[src/hdl/rbes_pkg.sv]
// shared types, constants and fixed-point helpers for the 2d euler step block
package rbes_pkg;

  localparam int Q_DEPTH = 2;
  localparam int QPTR_W  = $clog2(Q_DEPTH);
  localparam int QCNT_W  = $clog2(Q_DEPTH + 1);

  localparam logic [1:0] OP_FORCE  = 2'd0;
  localparam logic [1:0] OP_TARGET = 2'd1;
  localparam logic [1:0] OP_SPIN   = 2'd2;
  localparam logic [1:0] OP_TICK   = 2'd3;

  localparam logic [2:0] CFG_DT    = 3'd0;
  localparam logic [2:0] CFG_IMASS = 3'd1;
  localparam logic [2:0] CFG_LDRAG = 3'd2;
  localparam logic [2:0] CFG_ADRAG = 3'd3;
  localparam logic [2:0] CFG_GSCL  = 3'd4;
  localparam logic [2:0] CFG_GX    = 3'd5;
  localparam logic [2:0] CFG_GY    = 3'd6;

  localparam logic [16:0]        RST_DT    = 17'd1311;
  localparam logic [30:0]        RST_IMASS = 31'd65536;
  localparam logic [30:0]        RST_LDRAG = 31'd0;
  localparam logic [30:0]        RST_ADRAG = 31'd0;
  localparam logic signed [31:0] RST_GSCL  = 32'sd65536;
  localparam logic signed [31:0] RST_GX    = 32'sd0;
  localparam logic signed [31:0] RST_GY    = -32'sd642908;

  localparam logic signed [31:0] Q_ONE = 32'sd65536;
  localparam logic signed [31:0] Q_MAX = 32'sh7FFF_FFFF;
  localparam logic signed [31:0] Q_MIN = 32'sh8000_0000;

  typedef struct packed {
    logic [1:0]         op;
    logic signed [31:0] vx;
    logic signed [31:0] vy;
  } cmd_t;

  typedef struct packed {
    logic               sat;
    logic signed [31:0] val;
  } sat_t;

  function automatic sat_t sat_sum(input logic signed [32:0] s);
    sat_t r;
    if (s[32] != s[31]) begin
      r.sat = 1'b1;
      r.val = s[32] ? Q_MIN : Q_MAX;
    end else begin
      r.sat = 1'b0;
      r.val = s[31:0];
    end
    return r;
  endfunction

  // floor shift by 16 of a q32.32 product, then clip
  function automatic sat_t q_scale(input logic signed [63:0] p);
    sat_t r;
    if ((&p[63:47]) || !(|p[63:47])) begin
      r.sat = 1'b0;
      r.val = p[47:16];
    end else begin
      r.sat = 1'b1;
      r.val = p[63] ? Q_MIN : Q_MAX;
    end
    return r;
  endfunction

endpackage

[src/hdl/rbes_front.sv]
// input acceptance and command queue
module rbes_front import rbes_pkg::*; (
  input  logic               clk,
  input  logic               rst_n,
  input  logic               in_valid,
  output logic               in_stall,
  input  logic [1:0]         in_operation,
  input  logic signed [31:0] in_value_x,
  input  logic signed [31:0] in_value_y,
  output logic               q_valid,
  output cmd_t               q_cmd,
  input  logic               q_pop
);

  cmd_t              mem [Q_DEPTH];
  logic [QPTR_W-1:0] wr_ptr_r;
  logic [QPTR_W-1:0] rd_ptr_r;
  logic [QCNT_W-1:0] cnt_r;
  logic              push;
  logic              pop;
  cmd_t              cmd_in;

  assign in_stall = (cnt_r == QCNT_W'(Q_DEPTH));
  assign push     = in_valid && !in_stall;
  assign q_valid  = (cnt_r != '0);
  assign pop      = q_pop && q_valid;
  assign q_cmd    = mem[rd_ptr_r];

  always_comb begin
    cmd_in.op = in_operation;
    cmd_in.vx = in_value_x;
    cmd_in.vy = in_value_y;
  end

  always_ff @(posedge clk) begin
    if (push) begin
      mem[wr_ptr_r] <= cmd_in;
    end
  end

  always_ff @(posedge clk) begin
    if (!rst_n) begin
      wr_ptr_r <= '0;
      rd_ptr_r <= '0;
      cnt_r    <= '0;
    end else begin
      if (push) begin
        wr_ptr_r <= (wr_ptr_r == QPTR_W'(Q_DEPTH - 1)) ? '0 : wr_ptr_r + 1'b1;
      end
      if (pop) begin
        rd_ptr_r <= (rd_ptr_r == QPTR_W'(Q_DEPTH - 1)) ? '0 : rd_ptr_r + 1'b1;
      end
      if (push && !pop) begin
        cnt_r <= cnt_r + 1'b1;
      end else if (pop && !push) begin
        cnt_r <= cnt_r - 1'b1;
      end
    end
  end

endmodule

[config.mk]
export PLATFORM = sky130hd
export DESIGN_NAME = rbes_front
export DESIGN_NICKNAME = d
export VERILOG_FILES = /design/src/hdl/rbes_pkg.sv /design/src/hdl/rbes_front.sv
export SDC_FILE = /design/constraint.sdc
export NUM_CORES = 1
export LEC_CHECK = 0
export ABC_AREA = 1
export BUFFER_PORTS_ARGS = -buffer_cell sky130_fd_sc_hd__buf_2
export CELL_PAD_IN_SITES_DETAIL_PLACEMENT = 1
export CELL_PAD_IN_SITES_GLOBAL_PLACEMENT = 1
export CORE_MARGIN = 4
export CORE_UTILIZATION = 44
export CTS_BUF_LIST = sky130_fd_sc_hd__clkbuf_16
export DETAILED_ROUTE_END_ITERATION = 6
export GPL_ROUTABILITY_DRIVEN = 0
export PLACE_DENSITY_LB_ADDON = 0.1
export RECOVER_POWER = 50
export SYNTH_ARGS = -nofsm -noshare
export SYNTH_HDL_FRONTEND = slang
export SYNTH_SLANG_ARGS = --single-unit
[constraint.sdc]
create_clock -name clk -period 4.29 [get_ports clk]
set_input_delay 0.429 -clock clk [delete_from_list [all_inputs] [get_ports clk]]
set_output_delay 0.429 -clock clk [all_outputs]
set_load 0.03 [all_outputs]
==> out/results.txt <==
run status -> complete, no violations
vias in the first global route -> 2812
Avg WL per Cell -> 17.72 um
Via Count -> 2638
mean cell area of the mapped netlist -> 21.36 um2
max-capacitance violation count -> 0
total of warnings raised by yosys -> 0
Final Slew Violations -> 0
Detailed Route Iter0 Violations -> 82
sum of net half-perimeters after detailed placement -> 6349 um
clock-pin slew of the registers on the worst-case setup and hold paths -> 0.05 ns
detailed-routing iteration count for the pre-antenna-repair pass -> 4
Inserted Clock Buffers -> 17
clock latency on the worst-skew pair -> 0.41 ns
sequential share of the synthesized area -> 78.63%
internal portion of total power -> 3.078 mW
type of the tightest min-delay check -> primary input to register
Switching Fraction -> 29.73%
switching component of the power -> 1.302 mW
combined area of all synthesized cells -> 5169 um2
fillcell total -> 1080
global-route congestion overflow total -> 0
number of nets in the synthesized netlist -> 313
antenna violations before repair -> 1
number of synthesized register bits -> 137
cell at the root of the clock tree -> sky130_fd_sc_hd__clkbuf_16
RSZ-0062 raised after global routing -> false
setup slack of the critical path after layout -> 1.713 ns
WP data required -> 3.86 ns
post-detailed-placement cell area -> 6026 um2
post-synth cell types -> 16
Cells after Synth -> 242
number of top-level pins -> 138
buffer depth of the longest clock path -> 2
Post-Layout Inst Area -> 6573 um2
diodes inserted -> 0
hold-fix buffer count after cts -> 0
Worst VDD drop -> 341.1 uV
largest clock skew in the final design -> 0.007844 ns
detailed-route vias per instance -> 4.805
count of nets after finishing -> 464
Antenna Violating Nets Remaining -> 0
depth of the worst register-to-register path -> 3
capturing element type of the critical path -> output port
maximum fanout along the worst path -> 66
Port-buffer cells -> 137
final cell utilization of the core -> 57.32%
part of the power in combinational logic -> 25.3%
element type at the critical path start -> register
sequential group share of total power -> 41.8%
total number of clock tree sinks -> 137
total negative slack for setup checks -> 0 ns
ratio of final minimum period to clock period -> 60.07%
routed wire length -> 9726 um
leakage -> 2.512 nW
area overhead of the layout relative to synthesis -> 27.16%
Crit path arrival time -> 2.15 ns
clock network fraction of total power -> 32.9%
DIE WIDTH -> 116.4 um
Placement Setup Slack -> 2.089 ns
Die Footprint -> 13550 um2
CTS HTree Levels -> 4
share of cells above drive strength 1 -> 49.26%
slew at the pin closest to its max-slew limit -> 1.113 ns
Max transition margin -> 25.79%
standard-cell rows -> 39
core box area -> 11470 um2
post-CTS setup repair buffer count -> 0
overall routing resource usage -> 14.73%
classification of the worst setup path -> register to output port
Hold Path Cell Cnt -> 1
final hold vios -> 0
Starting Density -> 45.07%
first-pass GRT wire length -> 14370 um
maximum clock frequency -> 0.3880 GHz
overall die height -> 116.4 um
Setup violations, final -> 0
time the final worst path needs with I/O delays and setup -> 2.577 ns
number of remaining DRC errors -> 0
pin count of the biggest net entering global routing -> 67
Power Density -> 666.5 nW/um2
TritonCTS clock tree -> yes
post-cts gate resize count -> 0
## power by group through the flow
stage	combinational (mW)	sequential, mW	clock, mW
finish	1.11	1.83	1.44
global route	1.18	1.86	1.54
CTS	1.14	1.84	1.47
detailed placement	1.13	1.87	0
global placement	1.12	1.85	0
floorplan	0.910	1.77	0
## logic make-up (layout without fill, tap and decap cells)
| kind of cell | after synthesis | in the layout | share of synthesized area (%) |
|---|---|---|---|
| and+or+nand+nor | 18 | 18 | 1.380 |
| AOI/OAI and AO/OA | 5 | 5 | 0.6052 |
| buffers and inverters | 15 | 179 | 1.864 |
| DFF | 137 | 137 | 78.63 |
| adders and majority gates | 1 | 1 | 0.2420 |
| muxes | 66 | 66 | 17.28 |
## cells in the mapped netlist (all sizes together)
library cell    n  area share (%)
mux2           66              17
inv             8            0.58
nand2           7            0.51
o21a            1            0.15
buf             7             1.3
nand3           1           0.097
nor2            9            0.65
ha              1            0.24
nand4           1            0.12
a21oi           1           0.097
o21ai           3            0.36
edfxtp        132              77
dfxtp           5             1.9
## worst max-delay path: stages (launching register included)
cell and delay (ns):
sky130_fd_sc_hd__dfxtp_4 1.09, sky130_fd_sc_hd__mux2_2 0.43, sky130_fd_sc_hd__buf_2 0.18
## metal layers
metal | GRT usage, % | routed length (um) | vias up
met2 | 24.26 | 4858 | 93
met5 | 0 | 12 | -
met1 | 16.80 | 3888 | 1286
met4 | 7.425 | 177 | 2
li1 | - | - | 1242
met3 | 5.648 | 789 | 15
## path summary, 6_finish.rpt
kind                              start                    to  slack [ns]
setup / recovery               register             q_cmd[44]        1.71
hold reg to reg   rd_ptr_r$_SDFFE_PN0P_              register        0.51
hold / removal           in_value_x[25]  mem[1][57]$_DFFE_PP_        0.21
setup reg to reg  cnt_r[0]$_SDFFE_PN0P_   mem[1][1]$_DFFE_PP_        2.05
## per-stage QoR
stage,cells,power [mW],hold slack (ns)
after floorplan,242,2.684,0.4669
after global placement,517,2.971,0.4837
after detailed placement,517,2.996,0.5026
after CTS,549,4.454,0.1885
after global routing,549,4.580,0.1900
final,549,4.380,0.2073
## cell type report
cell class	instances	area (um2)	share of cell area [%]
clock buffers	17	425.4	6.472
clock inverters	15	165.2	2.513
inverters	8	30.03	0.4569
multi-input cells	90	1020	15.51
flip-flops and latches	137	4068	61.89
well taps	143	178.9	2.722
repair buffers	139	685.7	10.43
## state kept, by name, indices dropped and copies added, names as in the netlist, named ones only
signal	flops
mem	132
cnt_r	2
rd_ptr_r	1
wr_ptr_r	1
## cells in the final DEF (no fill, tap or decap), types with 2 or more instances in the layout
master | Yosys | final
sky130_fd_sc_hd__edfxtp_1 | 132 | 132
sky130_fd_sc_hd__buf_2 | 2 | 105
sky130_fd_sc_hd__mux2_4 | 40 | 40
sky130_fd_sc_hd__clkbuf_1 | 0 | 32
sky130_fd_sc_hd__mux2_2 | 26 | 26
sky130_fd_sc_hd__clkbuf_16 | 0 | 17
sky130_fd_sc_hd__inv_1 | 8 | 10
sky130_fd_sc_hd__nor2_1 | 9 | 7
sky130_fd_sc_hd__nand2_1 | 7 | 7
sky130_fd_sc_hd__clkinv_1 | 0 | 6
sky130_fd_sc_hd__bufinv_16 | 0 | 4
sky130_fd_sc_hd__dfxtp_1 | 5 | 4
sky130_fd_sc_hd__o21ai_0 | 2 | 3
sky130_fd_sc_hd__clkinv_2 | 0 | 3
sky130_fd_sc_hd__nor2_4 | 0 | 2
sky130_fd_sc_hd__buf_12 | 0 | 2
No activity file was read; power rests on OpenSTA's default activity.
