## src/hdl/rbes_pkg.sv

```systemverilog
// shared types, constants and fixed-point helpers for the 2d euler step block
package rbes_pkg;

  localparam int Q_DEPTH = 2;
  localparam int QPTR_W  = $clog2(Q_DEPTH);
  localparam int QCNT_W  = $clog2(Q_DEPTH + 1);

  localparam logic [1:0] OP_FORCE  = 2'd0;
  localparam logic [1:0] OP_TARGET = 2'd1;
  localparam logic [1:0] OP_SPIN   = 2'd2;
  localparam logic [1:0] OP_TICK   = 2'd3;

  localparam logic [2:0] CFG_DT    = 3'd0;
  localparam logic [2:0] CFG_IMASS = 3'd1;
  localparam logic [2:0] CFG_LDRAG = 3'd2;
  localparam logic [2:0] CFG_ADRAG = 3'd3;
  localparam logic [2:0] CFG_GSCL  = 3'd4;
  localparam logic [2:0] CFG_GX    = 3'd5;
  localparam logic [2:0] CFG_GY    = 3'd6;

  localparam logic [16:0]        RST_DT    = 17'd1311;
  localparam logic [30:0]        RST_IMASS = 31'd65536;
  localparam logic [30:0]        RST_LDRAG = 31'd0;
  localparam logic [30:0]        RST_ADRAG = 31'd0;
  localparam logic signed [31:0] RST_GSCL  = 32'sd65536;
  localparam logic signed [31:0] RST_GX    = 32'sd0;
  localparam logic signed [31:0] RST_GY    = -32'sd642908;

  localparam logic signed [31:0] Q_ONE = 32'sd65536;
  localparam logic signed [31:0] Q_MAX = 32'sh7FFF_FFFF;
  localparam logic signed [31:0] Q_MIN = 32'sh8000_0000;

  typedef struct packed {
    logic [1:0]         op;
    logic signed [31:0] vx;
    logic signed [31:0] vy;
  } cmd_t;

  typedef struct packed {
    logic               sat;
    logic signed [31:0] val;
  } sat_t;

  function automatic sat_t sat_sum(input logic signed [32:0] s);
    sat_t r;
    if (s[32] != s[31]) begin
      r.sat = 1'b1;
      r.val = s[32] ? Q_MIN : Q_MAX;
    end else begin
      r.sat = 1'b0;
      r.val = s[31:0];
    end
    return r;
  endfunction

  // floor shift by 16 of a q32.32 product, then clip
  function automatic sat_t q_scale(input logic signed [63:0] p);
    sat_t r;
    if ((&p[63:47]) || !(|p[63:47])) begin
      r.sat = 1'b0;
      r.val = p[47:16];
    end else begin
      r.sat = 1'b1;
      r.val = p[63] ? Q_MIN : Q_MAX;
    end
    return r;
  endfunction

endpackage

```

## src/hdl/rbes_back.sv

```systemverilog
// body state, configuration and tick sequencer around one shared multiplier
module rbes_back import rbes_pkg::*; (
  input  logic               clk,
  input  logic               rst_n,
  input  logic               q_valid,
  input  cmd_t               q_cmd,
  output logic               q_pop,
  input  logic               cfg_we,
  input  logic [2:0]         cfg_index,
  input  logic [31:0]        cfg_data,
  output logic               out_valid,
  input  logic               out_stall,
  output logic signed [31:0] out_position_x,
  output logic signed [31:0] out_position_y,
  output logic signed [31:0] out_angle,
  output logic signed [31:0] out_velocity_x,
  output logic signed [31:0] out_velocity_y,
  output logic signed [31:0] out_spin_rate,
  output logic               out_saturated
);

  localparam logic [1:0] S_IDLE = 2'd0;
  localparam logic [1:0] S_MUL  = 2'd1;
  localparam logic [1:0] S_ACC  = 2'd2;
  localparam logic [1:0] S_EMIT = 2'd3;

  localparam logic [3:0] ST_FX_IM  = 4'd0;
  localparam logic [3:0] ST_GX_GS  = 4'd1;
  localparam logic [3:0] ST_FY_IM  = 4'd2;
  localparam logic [3:0] ST_GY_GS  = 4'd3;
  localparam logic [3:0] ST_SPIN   = 4'd4;
  localparam logic [3:0] ST_ANGLE  = 4'd5;
  localparam logic [3:0] ST_VX     = 4'd6;
  localparam logic [3:0] ST_VY     = 4'd7;
  localparam logic [3:0] ST_FACTOR = 4'd8;
  localparam logic [3:0] ST_DVX    = 4'd9;
  localparam logic [3:0] ST_DVY    = 4'd10;
  localparam logic [3:0] ST_PX     = 4'd11;
  localparam logic [3:0] ST_PY     = 4'd12;

  logic [16:0]        dt_r;
  logic [30:0]        imass_r;
  logic [30:0]        ldrag_r;
  logic [30:0]        adrag_r;
  logic signed [31:0] gscl_r;
  logic signed [31:0] gx_r;
  logic signed [31:0] gy_r;

  logic signed [31:0] pos_x_r, pos_y_r, vel_x_r, vel_y_r;
  logic signed [31:0] tgt_x_r, tgt_y_r, frc_x_r, frc_y_r;
  logic signed [31:0] spin_r, angle_r;
  logic signed [31:0] ax_r, ay_r, fac_r;
  logic signed [63:0] prod_r;
  logic               sat_r;
  logic [1:0]         state_r;
  logic [3:0]         step_r;

  logic               out_valid_r;
  logic signed [31:0] out_px_r, out_py_r, out_ang_r, out_vx_r, out_vy_r, out_spin_r;
  logic               out_sat_r;

  logic               out_free;
  logic               is_tick;
  logic               load_out;
  logic signed [31:0] ma, mb;
  logic signed [31:0] dt_ext;
  logic signed [31:0] add_a;
  logic               add_sub;
  logic signed [32:0] sum_ext;
  sat_t               ps;
  sat_t               sum;
  sat_t               fx_sum, fy_sum, dx_sub, dy_sub;
  logic               drag_big;
  logic               step_sat;
  logic signed [31:0] spin_src;
  logic               sat_src;

  assign out_free = !out_valid_r || !out_stall;
  assign is_tick  = (q_cmd.op == OP_TICK);
  assign q_pop    = (state_r == S_IDLE) && q_valid && out_free;
  assign load_out = (q_pop && !is_tick) || ((state_r == S_EMIT) && out_free);
  assign dt_ext   = {15'd0, dt_r};
  assign drag_big = ({1'b0, adrag_r} > Q_ONE);

  assign fx_sum = sat_sum({frc_x_r[31], frc_x_r} + {q_cmd.vx[31], q_cmd.vx});
  assign fy_sum = sat_sum({frc_y_r[31], frc_y_r} + {q_cmd.vy[31], q_cmd.vy});
  assign dx_sub = sat_sum({tgt_x_r[31], tgt_x_r} - {vel_x_r[31], vel_x_r});
  assign dy_sub = sat_sum({tgt_y_r[31], tgt_y_r} - {vel_y_r[31], vel_y_r});

  always_comb begin
    case (step_r)
      ST_FX_IM:  begin ma = frc_x_r;          mb = {1'b0, imass_r}; end
      ST_GX_GS:  begin ma = gx_r;             mb = gscl_r;          end
      ST_FY_IM:  begin ma = frc_y_r;          mb = {1'b0, imass_r}; end
      ST_GY_GS:  begin ma = gy_r;             mb = gscl_r;          end
      ST_SPIN:   begin ma = {1'b0, adrag_r};  mb = spin_r;          end
      ST_ANGLE:  begin ma = spin_r;           mb = dt_ext;          end
      ST_VX:     begin ma = ax_r;             mb = dt_ext;          end
      ST_VY:     begin ma = ay_r;             mb = dt_ext;          end
      ST_FACTOR: begin ma = dt_ext;           mb = {1'b0, ldrag_r}; end
      ST_DVX:    begin ma = ax_r;             mb = fac_r;           end
      ST_DVY:    begin ma = ay_r;             mb = fac_r;           end
      ST_PX:     begin ma = vel_x_r;          mb = dt_ext;          end
      ST_PY:     begin ma = vel_y_r;          mb = dt_ext;          end
      default:   begin ma = '0;               mb = '0;              end
    endcase
  end

  assign ps = q_scale(prod_r);

  always_comb begin
    add_sub = 1'b0;
    case (step_r)
      ST_FX_IM, ST_GX_GS: add_a = ax_r;
      ST_FY_IM, ST_GY_GS: add_a = ay_r;
      ST_SPIN:   begin add_a = spin_r; add_sub = 1'b1; end
      ST_ANGLE:  add_a = angle_r;
      ST_VX:     add_a = vel_x_r;
      ST_VY:     add_a = vel_y_r;
      ST_FACTOR: begin add_a = Q_ONE; add_sub = 1'b1; end
      ST_PX:     add_a = pos_x_r;
      ST_PY:     add_a = pos_y_r;
      default:   add_a = '0;
    endcase
  end

  assign sum_ext = add_sub ? ({add_a[31], add_a} - {ps.val[31], ps.val})
                           : ({add_a[31], add_a} + {ps.val[31], ps.val});
  assign sum     = sat_sum(sum_ext);

  always_comb begin
    case (step_r)
      ST_SPIN:        step_sat = drag_big ? 1'b0 : (ps.sat | sum.sat);
      ST_DVX, ST_DVY: step_sat = ps.sat;
      default:        step_sat = ps.sat | sum.sat;
    endcase
  end

  assign spin_src = (q_pop && (q_cmd.op == OP_SPIN)) ? q_cmd.vx : spin_r;
  assign sat_src  = q_pop ? ((q_cmd.op == OP_FORCE) && (fx_sum.sat || fy_sum.sat)) : sat_r;

  // configuration
  always_ff @(posedge clk) begin
    if (!rst_n) begin
      dt_r    <= RST_DT;
      imass_r <= RST_IMASS;
      ldrag_r <= RST_LDRAG;
      adrag_r <= RST_ADRAG;
      gscl_r  <= RST_GSCL;
      gx_r    <= RST_GX;
      gy_r    <= RST_GY;
    end else if (cfg_we) begin
      case (cfg_index)
        CFG_DT:    dt_r    <= cfg_data[16:0];
        CFG_IMASS: imass_r <= cfg_data[30:0];
        CFG_LDRAG: ldrag_r <= cfg_data[30:0];
        CFG_ADRAG: adrag_r <= cfg_data[30:0];
        CFG_GSCL:  gscl_r  <= cfg_data;
        CFG_GX:    gx_r    <= cfg_data;
        CFG_GY:    gy_r    <= cfg_data;
        default: ;
      endcase
    end
  end

  always_ff @(posedge clk) begin
    if (state_r == S_MUL) begin
      prod_r <= ma * mb;
    end
  end

  always_ff @(posedge clk) begin
    if (!rst_n) begin
      state_r <= S_IDLE;
      step_r  <= '0;
      sat_r   <= 1'b0;
      pos_x_r <= '0;
      pos_y_r <= '0;
      vel_x_r <= '0;
      vel_y_r <= '0;
      tgt_x_r <= '0;
      tgt_y_r <= '0;
      frc_x_r <= '0;
      frc_y_r <= '0;
      spin_r  <= '0;
      angle_r <= '0;
      ax_r    <= '0;
      ay_r    <= '0;
      fac_r   <= '0;
    end else begin
      case (state_r)
        S_IDLE: begin
          if (q_pop) begin
            case (q_cmd.op)
              OP_FORCE: begin
                frc_x_r <= fx_sum.val;
                frc_y_r <= fy_sum.val;
              end
              OP_TARGET: begin
                tgt_x_r <= q_cmd.vx;
                tgt_y_r <= q_cmd.vy;
              end
              OP_SPIN: spin_r <= q_cmd.vx;
              default: begin
                ax_r    <= dx_sub.val;
                ay_r    <= dy_sub.val;
                sat_r   <= dx_sub.sat | dy_sub.sat;
                step_r  <= ST_FX_IM;
                state_r <= S_MUL;
              end
            endcase
          end
        end
        S_MUL: state_r <= S_ACC;
        S_ACC: begin
          sat_r <= sat_r | step_sat;
          case (step_r)
            ST_FX_IM, ST_GX_GS, ST_VX: ax_r <= sum.val;
            ST_FY_IM, ST_GY_GS, ST_VY: ay_r <= sum.val;
            ST_SPIN:   spin_r  <= drag_big ? '0 : sum.val;
            ST_ANGLE:  angle_r <= sum.val;
            ST_FACTOR: fac_r   <= sum.val;
            ST_DVX:    vel_x_r <= ps.val;
            ST_DVY:    vel_y_r <= ps.val;
            ST_PX:     pos_x_r <= sum.val;
            ST_PY: begin
              pos_y_r <= sum.val;
              frc_x_r <= '0;
              frc_y_r <= '0;
            end
            default: ;
          endcase
          if (step_r == ST_PY) begin
            state_r <= S_EMIT;
          end else begin
            step_r  <= step_r + 1'b1;
            state_r <= S_MUL;
          end
        end
        S_EMIT: begin
          if (out_free) begin
            state_r <= S_IDLE;
          end
        end
        default: state_r <= S_IDLE;
      endcase
    end
  end

  // output register
  always_ff @(posedge clk) begin
    if (!rst_n) begin
      out_valid_r <= 1'b0;
    end else if (load_out) begin
      out_valid_r <= 1'b1;
    end else if (!out_stall) begin
      out_valid_r <= 1'b0;
    end
  end

  always_ff @(posedge clk) begin
    if (load_out) begin
      out_px_r   <= pos_x_r;
      out_py_r   <= pos_y_r;
      out_ang_r  <= angle_r;
      out_vx_r   <= vel_x_r;
      out_vy_r   <= vel_y_r;
      out_spin_r <= spin_src;
      out_sat_r  <= sat_src;
    end
  end

  assign out_valid      = out_valid_r;
  assign out_position_x = out_px_r;
  assign out_position_y = out_py_r;
  assign out_angle      = out_ang_r;
  assign out_velocity_x = out_vx_r;
  assign out_velocity_y = out_vy_r;
  assign out_spin_rate  = out_spin_r;
  assign out_saturated  = out_sat_r;

endmodule

```

## config.mk

```make
export PLATFORM = sky130hd
export DESIGN_NAME = rbes_back
export DESIGN_NICKNAME = d
export VERILOG_FILES = /design/src/hdl/rbes_pkg.sv /design/src/hdl/rbes_back.sv
export SDC_FILE = /design/constraint.sdc
export NUM_CORES = 2
export LEC_CHECK = 0
export BUFFER_PORTS_ARGS = -buffer_cell sky130_fd_sc_hd__buf_4
export CAP_MARGIN = 5
export CELL_PAD_IN_SITES_DETAIL_PLACEMENT = 0
export CELL_PAD_IN_SITES_GLOBAL_PLACEMENT = 1
export CORE_MARGIN = 2
export CORE_UTILIZATION = 53
export CTS_CLUSTER_DIAMETER = 40
export DETAILED_ROUTE_END_ITERATION = 12
export GPL_TIMING_DRIVEN = 0
export PLACE_DENSITY = 0.87
export SETUP_SLACK_MARGIN = 0.4
export SYNTH_ARGS = -nofsm -noshare
export SYNTH_HDL_FRONTEND = slang
export SYNTH_SLANG_ARGS = --single-unit
```

## constraint.sdc

```tcl
create_clock -name clk -period 31.7 [get_ports clk]
set_input_delay 0 -clock clk [delete_from_list [all_inputs] [get_ports clk]]
set_output_delay 0 -clock clk [all_outputs]
set_load 0.05 [all_outputs]
```

==> results.yml <==
yosys:
  synth_edf_count: 241
  synth_fp_nets: 10596
  yosysMostFrequentCell: "nand2_1"
  ys_top_cells_by_count: "nand2_1, inv_1, fa_1, nor2_1, dfxtp_1"
  yosysUniqueCellTypes: 94
  synth_area_um2: 79500
  synth_area_leaders: "fa_1, dfxtp_1, edfxtp_1"
  ys_warn_count: 0
  netlist_instances: 9057
  ys_async_sr_fraction_pct: 0
  synthFlopType: "dfxtp_1"
  yosysTopAreaCell: "fa_1"
  synth_seq_area_share_pct: 25.0
  synth.top_cell.area_share_pct: 27.4
  avgSynthCellArea_um2: 8.78
  ys_seq_elements: 871
global_routing:
  first_global_vias: 73623
  grt_usage_pct: 52.0
  grt_max_degree: 38
  antenna_found_initial: 64
  grt_pass1_wl_um: 551000
  overflow: 0
job:
  max_cap_viol_count: 5
timing:
  clock_skew_ps: 51.1
  worstMarginPinSlew_ps: 1620
  slew_headroom_pct: -8.01
  drv_slew: 35
  rsz0062_at_grt: "no"
  hold-worst-slack_ps: 65.3
  finalCriticalPeriod_ps: 15150
  final-setup-viol-count: 0
  finalCritPeriodShare_pct: 47.8
  tns_ps: 0
  max_freq_mhz: 66.0
  hold_viol: 0
power_and_ir_drop:
  p_leak_uw: 0.0387
  swShare_pct: 38.6
  power_frac_seq_pct: 34.2
  p_switching_uw: 1410
  pwr-share-clk_pct: 38.0
  power_density_nw_per_um2: 40.4
  peakVddDrop_mv: 0.0564
  pwr-share-comb_pct: 27.8
  internal_power_uw: 2250
placed_design:
  dp_hpwl_um: 327000
  place.gp.congestion: 1.18
  io_buffers: 297
floorplanning:
  ioPinCount: 301
  dieArea_um2: 153000
  die_h_um: 391
  rows: 142
  core_area_um2: 149000
  initial_core_util_pct: 53.2
  die_w_um: 391
critical_path:
  r2r_slack_ps: 16550
  crit_path_max_incr_delay_ps: 850
  crit_fanout: 10
  required_ps: 32170
  crit_type: "flop to flop"
  crit_slowest_cell: "clkbuf_1"
  reg2reg_from: "step_r[0]$_SDFFE_PN0P_"
  critPathArrivalTime_ps: 15620
  cp-end-kind: "flop"
  r2r_cells: 32
  cpMostUsedCell: "fa_1"
  r2r-end: "prod_r[43]$_DFFE_PN_"
  startpoint_type: "flop"
min_path:
  hold_class: "input port to flop"
  hold-path-endpoint: "tgt_y_r[3]$_SDFFE_PN0P_"
  hold_path_depth: 4
  min-delay-start: "q_cmd[3]"
finish:
  nFillCells: 13261
  max_flop_register: "prod_r"
  area_growth_pct: 14.0
  finalNetCount: 11183
  largest_reg_flops: 48
  drive_above_1_share_pct: 7.69
clocking:
  cts_num_sinks: 871
  root_buffer: "clkbuf_16"
  postCtsResizedCells: 0
  numCtsBuffers: 115
  clk_transition_reported_paths_ps: 60
  htree_num_levels: 3
  cts_tree: "yes"
  clk_path_buf_depth: 3
  clk_latency_ps: 780
detailed_routing:
  wl_per_cell_um: 34.1
  drt-total-wl_um: 402000
  ant_nets: 0
  drt-vias-per-instance: 6.58
  drt-initial-drc-count: 12945
  firstDrtPassIters: 13
  num_vias: 77791
  drc: 35
run_status:
  violations: "design-rule violations, max-capacitance violations, max-slew violations"
  outcome: "complete, but fails checks"
power groups by stage:
stage / clock network, uW / registers (uW) / logic (uW)
floorplan: 0 / 1290 / 435
global placement: 0 / 1280 / 885
detailed placement: 0 / 1270 / 918
CTS: 1380 / 1240 / 934
global route: 1430 / 1250 / 1010
finish: 1390 / 1250 / 1020
cells by family (layout without fill, tap and decap cells):
logic type               count (synthesis)  in the layout  synth area share, %
adder cells (fa/ha/maj)               1433           1433                 32.8
AND/OR/NAND/NOR                       2882           2882                 15.4
flip-flops                             871            871                 25.0
XOR/XNOR                               186            186                 2.05
multiplexers                            57             57                0.798
buffers and inverters                 1741           2429                 8.26
other                                    0             53                    0
AO/OA/AOI/OAI                         1887           1887                 15.7
through the flow:
step                std cells  instance area [um2]  total power [uW]  setup WS, ps  utilization [%]
global placement        11370                84200              2160         15710             56.4
finish                  11814                90600              3660         16550             60.7
CTS                     11758                90500              3560         17320             60.5
detailed placement      11425                85200              2180         17340             57.0
floorplan                9057                79500              1720         20900                -
global route            11773                90500              3690         16820             60.6
placed cells by master (no fill, tap or decap), types with 29 or more instances in the layout:
| cell type | count |
|---|---|
| diode_2 | 53 |
| nor3_1 | 68 |
| nor2b_1 | 42 |
| ha_1 | 347 |
| fa_1 | 1086 |
| o21a_1 | 33 |
| a2bb2oi_1 | 29 |
| xnor2_1 | 127 |
| dfxtp_1 | 630 |
| a22o_1 | 51 |
| a22oi_1 | 137 |
| a222oi_1 | 68 |
| and3_1 | 34 |
| nand3_1 | 109 |
| mux2_2 | 50 |
| buf_4 | 326 |
| xor2_1 | 59 |
| clkbuf_1 | 492 |
| o21ai_0 | 323 |
| clkbuf_16 | 120 |
| a21oi_1 | 568 |
| a211oi_1 | 195 |
| edfxtp_1 | 241 |
| a221o_1 | 53 |
| a21o_1 | 101 |
| or2_2 | 29 |
| nor2_1 | 1002 |
| nand4_1 | 74 |
| buf_1 | 36 |
| dlygate4sd3_1 | 115 |
| a31oi_1 | 78 |
| inv_1 | 1202 |
| and2_1 | 31 |
| nand2_1 | 1284 |
| nand2b_1 | 65 |
worst max-delay path: cells and delay by family (launching register included):
family / cells / cell delay (ps)
flops: 1 / 360
fa+ha+maj: 10 / 5330
simple gates: 4 / 1600
compound gates: 6 / 2390
buf+inv: 11 / 4580
xor+xnor: 1 / 560
how the worst max path moves through the flow:
stage	from	slack, ps	cells after the start	to
floorplan	state_r[0]$_SDFFE_PN0P_	20900	4	out_angle[0]$_DFFE_PP_
global placement	step_r[0]$_SDFFE_PN0P_	15710	34	prod_r[46]$_DFFE_PN_
detailed placement	step_r[0]$_SDFFE_PN0P_	17340	36	prod_r[59]$_DFFE_PN_
CTS	step_r[0]$_SDFFE_PN0P_	17320	36	prod_r[59]$_DFFE_PN_
global route	step_r[0]$_SDFFE_PN0P_	16820	32	prod_r[43]$_DFFE_PN_
finish	step_r[0]$_SDFFE_PN0P_	16550	32	prod_r[43]$_DFFE_PN_
metal layers:
layer	GRT usage [%]	vias to the layer above	routed length, um
met4	34.4	46	34900
met5	5.01	-	1210
met1	65.4	38165	144000
met2	67.1	6612	150000
met3	28.6	1678	71600
li1	-	31290	-
area by class of cell:
class                      count  area (um2)  share of cell area, %
clock inverter                85        1010                   1.12
multi-input combinational   6445       53400                   58.9
clock buffer                 133        3110                   3.43
buffer                       536        2040                   2.26
timing repair buffer         470        4040                   4.46
antenna                       53         133                  0.146
inverter                    1205        4520                   4.99
tap                         2016        2520                   2.78
sequential                   871       19800                   21.9
what timing repair did:
action | in CTS | in global routing
endpoints found under the hold margin | 454 | 0
buffers inserted | 0 | 0
hold buffers | 115 | 0
setup endpoints to repair | 0 | 0
No activity file was read; power rests on OpenSTA's default activity.
